==> config.mk <==
export PLATFORM = sky130hd
export DESIGN_NAME = glzw_front
export DESIGN_NICKNAME = d
export VERILOG_FILES = /design/src/rtl/core/assert_macros.svh /design/src/rtl/core/glzw_pkg.sv /design/src/rtl/core/glzw_front.sv
export SDC_FILE = /design/constraint.sdc
export NUM_CORES = 1
export LEC_CHECK = 0
export CAP_MARGIN = 0
export CORE_UTILIZATION = 40
export CTS_BUF_LIST = sky130_fd_sc_hd__clkbuf_4
export DETAILED_ROUTE_END_ITERATION = 8
export DONT_BUFFER_PORTS = 1
export GPL_ROUTABILITY_DRIVEN = 0
export PLACE_DENSITY = 0.63
export REMOVE_ABC_BUFFERS = 1
export SLEW_MARGIN = 20
export SYNTH_ARGS = -nofsm -noshare
export SYNTH_HDL_FRONTEND = slang
export SYNTH_SLANG_ARGS = --single-unit
==> constraint.sdc <==
create_clock -name i_clk -period 2.7 [get_ports i_clk]
set_clock_uncertainty 0.2 [all_clocks]
set_input_delay 0.54 -clock i_clk [delete_from_list [all_inputs] [get_ports i_clk]]
set_output_delay 0.54 -clock i_clk [all_outputs]
set_load 0.05 [all_outputs]
==> src/rtl/core/assert_macros.svh <==
// ----------------------------------------------------------------------------
// Assertion macros
// Shared concurrent assertion helpers for the LZW decoder RTL.
// ----------------------------------------------------------------------------
`ifndef ASSERT_MACROS_SVH
`define ASSERT_MACROS_SVH

// Plain invariant, checked at every clock edge out of reset.
`define GLZW_ASSERT(lbl, prop, msg) \
    lbl: assert property (@(posedge i_clk) disable iff (!i_rst_n) (prop)) else $error(msg);

// Implication: antecedent at one edge, consequent at the same edge.
`define GLZW_ASSERT_IMP(lbl, ante, cons, msg) \
    lbl: assert property (@(posedge i_clk) disable iff (!i_rst_n) (ante) |-> (cons)) \
        else $error(msg);

// Implication: antecedent at one edge, consequent at the next edge.
`define GLZW_ASSERT_NXT(lbl, ante, cons, msg) \
    lbl: assert property (@(posedge i_clk) disable iff (!i_rst_n) (ante) |=> (cons)) \
        else $error(msg);

`endif

==> src/rtl/core/glzw_pkg.sv <==
// ----------------------------------------------------------------------------
// glzw_pkg
// Types, constants and helpers shared by the LZW decoder modules.
// ----------------------------------------------------------------------------
package glzw_pkg;

    localparam int MAX_CODE_BITS = 12;
    localparam int SYMBOL_BITS   = 8;
    localparam int TABLE_SIZE    = 1 << MAX_CODE_BITS;
    localparam int CNT_W         = MAX_CODE_BITS + 1;
    localparam int BUF_W         = MAX_CODE_BITS + SYMBOL_BITS;
    localparam int BCNT_W        = 5;
    localparam int DICT_W        = MAX_CODE_BITS + SYMBOL_BITS;

    // reset values follow a minimum code size of eight
    localparam logic [3:0]       MIN_SIZE_RST = 4'd8;
    localparam logic [3:0]       CW_RST       = 4'd9;
    localparam logic [CNT_W-1:0] NF_RST       = CNT_W'(258);

    localparam logic CFG_MIN_SIZE    = 1'b0;
    localparam logic CFG_PIXEL_LIMIT = 1'b1;

    typedef enum logic [1:0] {
        OP_LOAD  = 2'd0,
        OP_PULL  = 2'd1,
        OP_START = 2'd2,
        OP_NONE  = 2'd3
    } t_op;

    typedef enum logic [1:0] {
        ST_PIXEL = 2'd0,
        ST_NEED  = 2'd1,
        ST_DONE  = 2'd2,
        ST_ERROR = 2'd3
    } t_status;

    typedef enum logic [1:0] {
        FIN_RUN   = 2'd0,
        FIN_DONE  = 2'd1,
        FIN_ERROR = 2'd2,
        FIN_RSVD  = 2'd3
    } t_fin;

    typedef struct packed {
        t_op                    op;
        logic [SYMBOL_BITS-1:0] data_byte;
    } t_item;

    // minimum code size clamped to [2, SYMBOL_BITS]
    function automatic logic [3:0] eff_min_size(input logic [3:0] s);
        logic [3:0] r;
        r = s;
        if (r < 4'd2) r = 4'd2;
        if (r > 4'(SYMBOL_BITS)) r = 4'(SYMBOL_BITS);
        return r;
    endfunction

endpackage

==> src/rtl/core/glzw_front.sv <==
// ----------------------------------------------------------------------------
// glzw_front
// Input side: takes stream transfers, drops empty ops, queues the rest.
// ----------------------------------------------------------------------------
module glzw_front
    import glzw_pkg::*;
(
    input  logic  i_clk,
    input  logic  i_rst_n,
    input  logic  i_valid,
    output logic  o_ready,
    input  t_item i_item,
    output logic  o_item_valid,
    input  logic  i_item_ready,
    output t_item o_item
);

    t_item      r_mem [2];
    logic       r_wp, r_rp;
    logic [1:0] r_cnt;
    logic       push, pop;

    assign o_ready      = (r_cnt != 2'd2);
    assign push         = i_valid && o_ready && (i_item.op != OP_NONE);
    assign o_item_valid = (r_cnt != 2'd0);
    assign o_item       = r_mem[r_rp];
    assign pop          = o_item_valid && i_item_ready;

    always_ff @(posedge i_clk) begin
        if (!i_rst_n) begin
            r_wp  <= 1'b0;
            r_rp  <= 1'b0;
            r_cnt <= 2'd0;
        end else begin
            if (push) r_wp <= ~r_wp;
            if (pop) r_rp <= ~r_rp;
            r_cnt <= r_cnt + 2'(push) - 2'(pop);
        end
    end

    always_ff @(posedge i_clk) begin
        if (push) r_mem[r_wp] <= i_item;
    end

endmodule

==> flow_summary_export.csv, run 1 <==
group,metric,value,unit
final_layout,layout.nets,79,
sta,slew_viol_final,0,
cts,clkTransAtPathRegs,0.12,ns
yosys,synth-adder-area-share,2.61,%
grt,grt_max_degree,14,
power_and_ir_drop,powerDensity,1020,mW/mm2
sta,fmax,463,MHz
sta,final_hold_viol_count,0,
yosys,synth_seq_cells,25,
floorplanning,die_area,0.00260,mm2
floorplanning,die_y,51.0,um
route,routed_wl,1.29,mm
worst_setup_path,crit_fanout,10,
worst_setup_path,slowest_delay,0.60,ns
final_layout,fillers,207,
placement,placed_cell_area,0.00100,mm2
yosys,synth_area,960,um2
route,drtPass1Iterations,4,
final_layout,antenna_cells,0,
yosys,synth-compound-area-share,0.913,%
cts,cts-root-buf,"clkbuf_4",
yosys,synth_top_cell_area_share,62.6,%
route,ant_nets,0,
worst_setup_path,crit_path_cell_trace,"mux2_2",
sta,relSlewSlack,71.2,%
floorplanning,die_w,51.0,um
worst_setup_path,crit_type,"reg -> out",
final_layout,seq_area,701,um2
worst_setup_path,arrival,1.42,ns
sta,finalSetupViolCount,0,
route,route.detailed.drc,0,
yosys,synth_cell_types,16,
sta,fin_crit_sh,80.0,%
grt,antenna_found_initial,0,
final_layout,layout-drive-gt1-share,30.6,%
cts,hold_buffers,0,
yosys,synth_top_area_cell,"edfxtp_1",
sta,period_minus_slack,2.16,ns
sta,rsz0062_at_grt,"no",
final_layout,mostFrequentLayoutCells,"20 x edfxtp_1, 10 x mux2_2, 5 x dfxtp_1",
worst_setup_path,reg2reg_from,"r_cnt[0]$_SDFF_PN0_",
status,status,"completed",
power_and_ir_drop,power.static_leakage,0.361,nW
cts,cts_sinks,25,
yosys,seq_area_frac_synth,73.0,%
cts,cts_htree_levels,1,
placement,io_buffers,0,
power_and_ir_drop,p_total,1.05,mW
yosys,yosysWarningCount,0,
grt,grt_pass1_wl,2.08,mm
worst_setup_path,start_kind,"register",
yosys,synth-simple-area-share,6.65,%
worst_setup_path,slowest_stage,"dfxtp_1",
yosys,synth_top_family_by_area,"multiplexers",
worst_setup_path,cp.required,1.96,ns
sta,setup_tns,0,ns
floorplanning,start_util,43.0,%
route,detail_route.vias_per_cell,4.98,
grt,grt_pass1_vias,459,
worst_setup_path,cp_top_family,"flip-flops",
cts,cts_tree,"built",
yosys,synth.mux.area_fraction,12.8,%
worst_setup_path,path_buf_inv,0,
run,maxCapViolCount,0,
final_layout,multi_input_comb_area,246,um2
power_and_ir_drop,peakVddDrop,368,uV
yosys,avgSynthCellArea,16.8,um2
route,vias,448,
grt,gr-total-overflow,0,
final_layout,final_common_cell,"edfxtp_1",
final_layout,design_area,0.00103,mm2
route,drtIter0Drc,7,
cts,ctsResizeCount,0,
floorplanning,core_area,0.00223,mm2
min_path,hold_path.startpoint,"i_item[1]",
route,wl_per_cell,14.3,um
placement,dp_hpwl,962,um
final_layout,synthToLayoutAreaGrowth,7.82,%
worst_setup_path,end_kind,"output pin",
placement,dpl_worst_slack,0.536,ns
cts,cts_buffer_depth,2,
sta,finalWorstSetupSlack,0.540,ns
yosys,synthTopCellsByArea,"edfxtp_1 63%, mux2_2 12%, dfxtp_1 10%",
floorplanning,ios,26,
cts,cts_post_setup_buffers_inserted,0,
min_path,min_path_type,"in -> reg",
sta,worst_pin_slew,0.431,ns
floorplanning,rows,17,
yosys,synth_xor_area_share,2.74,%
yosys,synthCells,57,
cts,cts_buffers,3,
grt,grt_use_total,11.6,%
sta,holdWs,0.124,ns
cts,clk_latency,0.29,ns
power by group:
part           switching (mW)  leakage, nW  internal (mW)
sequential             0.0390        0.226          0.475
clock                  0.0961       0.0184         0.0675
combinational           0.265        0.116          0.108
total                   0.400        0.361          0.651
routing by layer:
metal / global-route usage, % / part of all wire (%) / wire (um)
met1: 12.2 / 37 / 476
met2: 20.0 / 54 / 696
met3: 4.46 / 7.6 / 98
met4: 5.56 / 1.0 / 13
met5: 0 / 0 / 0
metrics by stage:
| stage | cells | utilization, % |
|---|---|---|
| 6_report | 90 | 46.3 |
| 5_1_grt | 90 | 46.3 |
| 4_1_cts | 90 | 46.3 |
| 3_5_place_dp | 86 | 45.0 |
| 3_3_place_gp | 86 | 45.0 |
| 2_1_floorplan | 56 | - |
sequential cells by signal, summed over array words and instances (netlist names), named ones only:
register	flops
r_rp	1
r_wp	1
r_mem	20
r_cnt	2
logic make-up (layout without fill, tap and decap cells):
logic type,after synthesis,after routing
flip-flops,25,25
AND/OR/NAND/NOR,12,12
adder cells (fa/ha/maj),2,2
XOR/XNOR,3,3
multiplexers,11,11
buffers and inverters,3,8
AO/OA/AOI/OAI,1,1
worst paths after layout:
kind | end | slack [ns] | depth (start not counted)
min | r_mem[1][1]$_DFFE_PP_ | 0.12 | 0
max reg2reg | r_cnt[1]$_SDFF_PN0_ | 0.55 | 8
max | o_item[9] | 0.54 | 1
min reg2reg | r_wp$_SDFFE_PN0N_ | 0.29 | 2
Yosys cell counts:
master and number:
nor2_1 2, nand2b_2 1, nor2b_1 2, nand2_1 3
buf_2 1, mux2_2 10, dfxtp_1 5, inv_1 2
edfxtp_1 20, ha_1 2, and2_1 2, o21a_2 1
xnor2_1 3, mux2i_1 1, nand3_1 1, or2_2 1
final cells by class:
class / instances / area share [%]
Multi-Input combinational cell: 29 / 23.8
Inverter: 2 / 0.726
Tap cell: 28 / 3.39
Sequential cell: 25 / 67.7
Clock buffer: 4 / 2.90
Timing Repair Buffer: 2 / 1.45
Note: power is estimated with default switching activity, not from simulation.
==> run 2, diff against run 1 <==
--- a/config.mk
+++ b/config.mk
@@ -11,7 +11,7 @@
 export DETAILED_ROUTE_END_ITERATION = 8
 export DONT_BUFFER_PORTS = 1
 export GPL_ROUTABILITY_DRIVEN = 0
-export PLACE_DENSITY = 0.63
+export PLACE_DENSITY = 0.65
 export REMOVE_ABC_BUFFERS = 1
 export SLEW_MARGIN = 20
 export SYNTH_ARGS = -nofsm -noshare
==> constraint.sdc (replaced) <==
create_clock -name i_clk -period 1.9 [get_ports i_clk]
set_clock_uncertainty 0.2 [all_clocks]
set_input_delay 0.38 -clock i_clk [delete_from_list [all_inputs] [get_ports i_clk]]
set_output_delay 0.38 -clock i_clk [all_outputs]
set_load 0.05 [all_outputs]
==> flow_summary_export.csv, run 2 (synthesis gave the netlist of run 1 again) <==
group,metric,value,unit
floorplanning,ios,26,
route,detail_route.vias_per_cell,4.82,
final_layout,layout-drive-gt1-share,32.5,%
min_path,min_to,"r_wp$_SDFFE_PN0N_",
floorplanning,die_w,51.0,um
worst_setup_path,reg2reg_from,"r_cnt[1]$_SDFF_PN0_",
placement,dp_hpwl,984,um
power_and_ir_drop,powerDensity,1300,mW/mm2
final_layout,top_register,"r_mem",
final_layout,final_common_cell,"edfxtp_1",
sta,rsz0062_at_grt,"yes",
worst_setup_path,start_kind,"register",
floorplanning,rows,17,
sta,slew_viol_final,0,
sta,setup_tns,0,ns
cts,clkTransAtPathRegs,0.13,ns
sta,fin_crit_sh,98.8,%
grt,grt_pass1_vias,559,
sta,finalSetupViolCount,0,
worst_setup_path,arrival,1.30,ns
cts,clk_latency,0.31,ns
status,status,"completed",
placement,numPlacedInstances,92,
grt,grt_use_total,12.4,%
final_layout,largestRegisters,"r_mem x20, r_cnt x2",
cts,cts-root-buf,"clkbuf_4",
grt,grt_max_degree,16,
route,routed_wl,1.37,mm
placement,io_buffers,0,
min_path,hold_path.startpoint,"i_valid",
worst_setup_path,rr_worst_depth,7,
grt,antenna_found_initial,0,
sta,period_minus_slack,1.88,ns
cts,cts_buffer_depth,2,
cts,cts_tree,"built",
final_layout,layout.nets,97,
sta,worst_pin_slew,0.277,ns
cts,cts_buffers,3,
route,drtIter0Drc,3,
floorplanning,die_area,0.00260,mm2
final_layout,fin_cells,108,
worst_setup_path,crit_type,"reg -> out",
cts,cts_sinks,25,
sta,finalWorstSetupSlack,0.0234,ns
power_and_ir_drop,peakVddDrop,626,uV
worst_setup_path,crit_fanout,5,
grt,grt_pass1_wl,2.30,mm
route,ant_nets,0,
final_layout,utilization,54.3,%
route,drtPass1Iterations,3,
final_layout,fillers,213,
power_and_ir_drop,power.static_leakage,0.447,nW
floorplanning,core_area,0.00223,mm2
final_layout,largest_register_ffs,20,
route,route.detailed.drc,0,
floorplanning,die_y,51.0,um
route,vias,521,
cts,cts_htree_levels,1,
run,maxCapViolCount,0,
worst_setup_path,r2r_end,"r_cnt[1]$_SDFF_PN0_",
worst_setup_path,rrSetupSlack,0.12,ns
placement,dpl_worst_slack,0.103,ns
final_layout,design_area,0.00121,mm2
final_layout,mostFrequentLayoutCells,"20 x edfxtp_1, 12 x dlygate4sd3_1, 8 x buf_4",
sta,final_hold_viol_count,0,
final_layout,synthToLayoutAreaGrowth,26.3,%
sta,relSlewSlack,81.6,%
min_path,min_path_cells,3,
worst_setup_path,cp.required,1.32,ns
floorplanning,start_util,43.0,%
sta,fmax,533,MHz
sta,holdWs,0.164,ns
grt,gr-total-overflow,0,
final_layout,antenna_cells,0,
cts,cts_post_setup_buffers_inserted,0,
power_and_ir_drop,p_total,1.58,mW
placement,placed_cell_area,0.00105,mm2
min_path,min_path_type,"in -> reg",
worst_setup_path,end_kind,"output pin",
route,wl_per_cell,12.7,um
==> run 2: area by class of cell <==
| type | instances | area, um2 | share of cell area [%] |
|---|---|---|---|
| Sequential cell | 25 | 702 | 57.9 |
| Inverter | 2 | 7.51 | 0.619 |
| Clock inverter | 1 | 7.51 | 0.619 |
| Clock buffer | 3 | 22.5 | 1.86 |
| Timing Repair Buffer | 20 | 180 | 14.9 |
| Tap cell | 28 | 35.0 | 2.89 |
| Multi-Input combinational cell | 29 | 258 | 21.3 |
==> run 2: report_power, final <==
part / internal (mW) / switching (mW)
sequential: 0.676 / 0.0346
combinational: 0.220 / 0.417
clock: 0.0802 / 0.150
==> run 2: critical path: stages, from the launching register on <==
cell and delay, ns:
dfxtp_1 0.36, buf_4 0.16, mux2_2 0.47
==> run 2: what timing repair did <==
item / 4_1_cts / 5_1_grt
resized for setup: 0 / 4
hold buffers: 11 / 1
endpoints found under the hold margin: 24 / 1
endpoints found under the setup margin: 0 / 11
==> run 2: per-layer routing <==
metal / share of wire (%) / GRT usage, % / up-vias
li1: - / - / 253
met1: 43 / 13.9 / 253
met2: 51 / 21.5 / 13
met3: 5.6 / 2.98 / 2
met4: 0.66 / 6.94 / 0
met5: 0 / 0 / -
==> run 2: how the worst max path moves through the flow <==
stage                           to  cells past startpoint                 from
3_5_place_dp   r_cnt[1]$_SDFF_PN0_                      8  r_cnt[0]$_SDFF_PN0_
2_1_floorplan  r_cnt[1]$_SDFF_PN0_                      8  r_cnt[0]$_SDFF_PN0_
4_1_cts                  o_item[8]                      2             register
6_report                 o_item[8]                      2             register
3_3_place_gp   r_cnt[1]$_SDFF_PN0_                      8  r_cnt[0]$_SDFF_PN0_
5_1_grt                  o_item[5]                      2             register
==> run 3, diff against run 2 <==
--- a/config.mk
+++ b/config.mk
@@ -6,6 +6,7 @@
 export NUM_CORES = 1
 export LEC_CHECK = 0
 export CAP_MARGIN = 0
+export CORE_ASPECT_RATIO = 1.75
 export CORE_UTILIZATION = 40
 export CTS_BUF_LIST = sky130_fd_sc_hd__clkbuf_4
 export DETAILED_ROUTE_END_ITERATION = 8
==> flow_summary_export.csv, run 3 (synthesis gave the netlist of run 1 again) <==
group,metric,value,unit
route,ant_nets,0,
sta,period_minus_slack,1.81,ns
floorplanning,die_y,66.8,um
grt,antenna_found_initial,0,
grt,grt_max_degree,14,
power_and_ir_drop,peakVddDrop,777,uV
sta,fin_crit_sh,95.5,%
cts,cts_buffers,3,
grt,gr-total-overflow,0,
route,route.detailed.drc,0,
worst_setup_path,crit_type,"reg -> out",
sta,final_hold_viol_count,0,
sta,finalWorstSetupSlack,0.0857,ns
final_layout,mostFrequentLayoutCells,"20 x edfxtp_1, 11 x dlygate4sd3_1, 10 x mux2_2",
grt,grt_pass1_vias,543,
cts,cts-root-buf,"clkbuf_4",
route,vias,499,
floorplanning,die_area,0.00261,mm2
final_layout,layout-drive-gt1-share,34.2,%
cts,cts_htree_levels,1,
final_layout,largest_register_ffs,20,
placement,dpl_worst_slack,0.0692,ns
final_layout,utilization,52.0,%
route,routed_wl,1.51,mm
worst_setup_path,cp.required,1.32,ns
sta,rsz0062_at_grt,"no",
final_layout,fillers,207,
final_layout,largestRegisters,"r_mem x20, r_cnt x2",
cts,cts_tree,"built",
worst_setup_path,end_kind,"output pin",
worst_setup_path,start_kind,"register",
grt,grt_use_total,13.4,%
worst_setup_path,slowest_stage,"mux2_2",
final_layout,top_register,"r_mem",
route,detail_route.vias_per_cell,4.94,
worst_setup_path,path_buf_inv,0,
sta,finalSetupViolCount,0,
floorplanning,core_area,0.00227,mm2
sta,slew_viol_final,0,
cts,cts_post_setup_buffers_inserted,0,
worst_setup_path,crit_path_cell_trace,"mux2_2",
floorplanning,die_w,39.0,um
final_layout,final_common_cell,"edfxtp_1",
cts,cts_buffer_depth,2,
run,maxCapViolCount,0,
worst_setup_path,cp_top_family,"multiplexers",
min_path,min_path_type,"in -> reg",
power_and_ir_drop,power.static_leakage,0.426,nW
final_layout,synthToLayoutAreaGrowth,23.1,%
final_layout,antenna_cells,0,
worst_setup_path,arrival,1.23,ns
final_layout,layout.nets,93,
worst_setup_path,crit_fanout,10,
route,drtIter0Drc,6,
worst_setup_path,slowest_delay,0.48,ns
placement,dp_hpwl,1.08,mm
sta,worst_pin_slew,0.275,ns
sta,fmax,551,MHz
floorplanning,ios,26,
power_and_ir_drop,powerDensity,1320,mW/mm2
cts,clk_latency,0.30,ns
grt,grt_pass1_wl,2.33,mm
floorplanning,rows,23,
cts,clkTransAtPathRegs,0.12,ns
route,wl_per_cell,15.0,um
status,status,"completed",
route,drtPass1Iterations,3,
sta,relSlewSlack,81.8,%
placement,io_buffers,0,
cts,cts_sinks,25,
floorplanning,start_util,42.2,%
==> run 3: final timing paths <==
path	from	endpoint	slack [ns]	cells past startpoint
hold reg to reg	r_wp$_SDFFE_PN0N_	r_wp$_SDFFE_PN0N_	0.29	2
hold / removal	i_rst_n	r_wp$_SDFFE_PN0N_	0.01	2
setup reg to reg	r_cnt[1]$_SDFF_PN0_	r_cnt[1]$_SDFF_PN0_	0.09	7
setup / recovery	register	o_item[2]	0.09	1
==> run 3: final cells by class <==
class | instances | area, um2 | share of cell area (%)
Clock buffer | 4 | 30.0 | 2.54
Inverter | 2 | 7.51 | 0.636
Multi-Input combinational cell | 29 | 259 | 21.9
Sequential cell | 25 | 706 | 59.7
Tap cell | 25 | 31.3 | 2.65
Timing Repair Buffer | 16 | 148 | 12.5
==> run 3: report_power, final <==
group          leakage [nW]  internal, mW  switching (mW)
Clock                0.0184        0.0961           0.139
Sequential            0.227         0.681          0.0579
Combinational         0.181         0.196           0.395
==> run 3: what timing repair did <==
| action | CTS | global route |
|---|---|---|
| hold endpoints to repair | 24 | 0 |
| pin swaps | 0 | 0 |
| endpoints found under the setup margin | 10 | 1 |
| resized for setup | 2 | 3 |
| hold buffers | 11 | 0 |
==> run 3: stage by stage <==
stage | setup TNS, ns | instance area (um2) | hold WS, ns | power [mW] | instances
4_1_cts | 0 | 1170 | 0.00232 | 1.57 | 101
6_report | 0 | 1180 | 0.0105 | 1.56 | 101
5_1_grt | 0 | 1180 | 0.0119 | 1.65 | 101
3_3_place_gp | 0 | 1020 | 0.259 | 1.30 | 86
3_5_place_dp | 0 | 1020 | 0.279 | 1.31 | 86
2_1_floorplan | -0.183 | 955 | 0.251 | 1.22 | 56
==> run 3: layer usage <==
layer / global-route usage [%] / wire [um] / vias up / part of all wire, %
met5: 0 / 0 / - / 0
met4: 7.76 / 20 / 0 / 1.3
met3: 2.67 / 110 / 2 / 7.3
met2: 24.0 / 847 / 18 / 56
met1: 13.3 / 532 / 235 / 35
li1: - / - / 244 / -
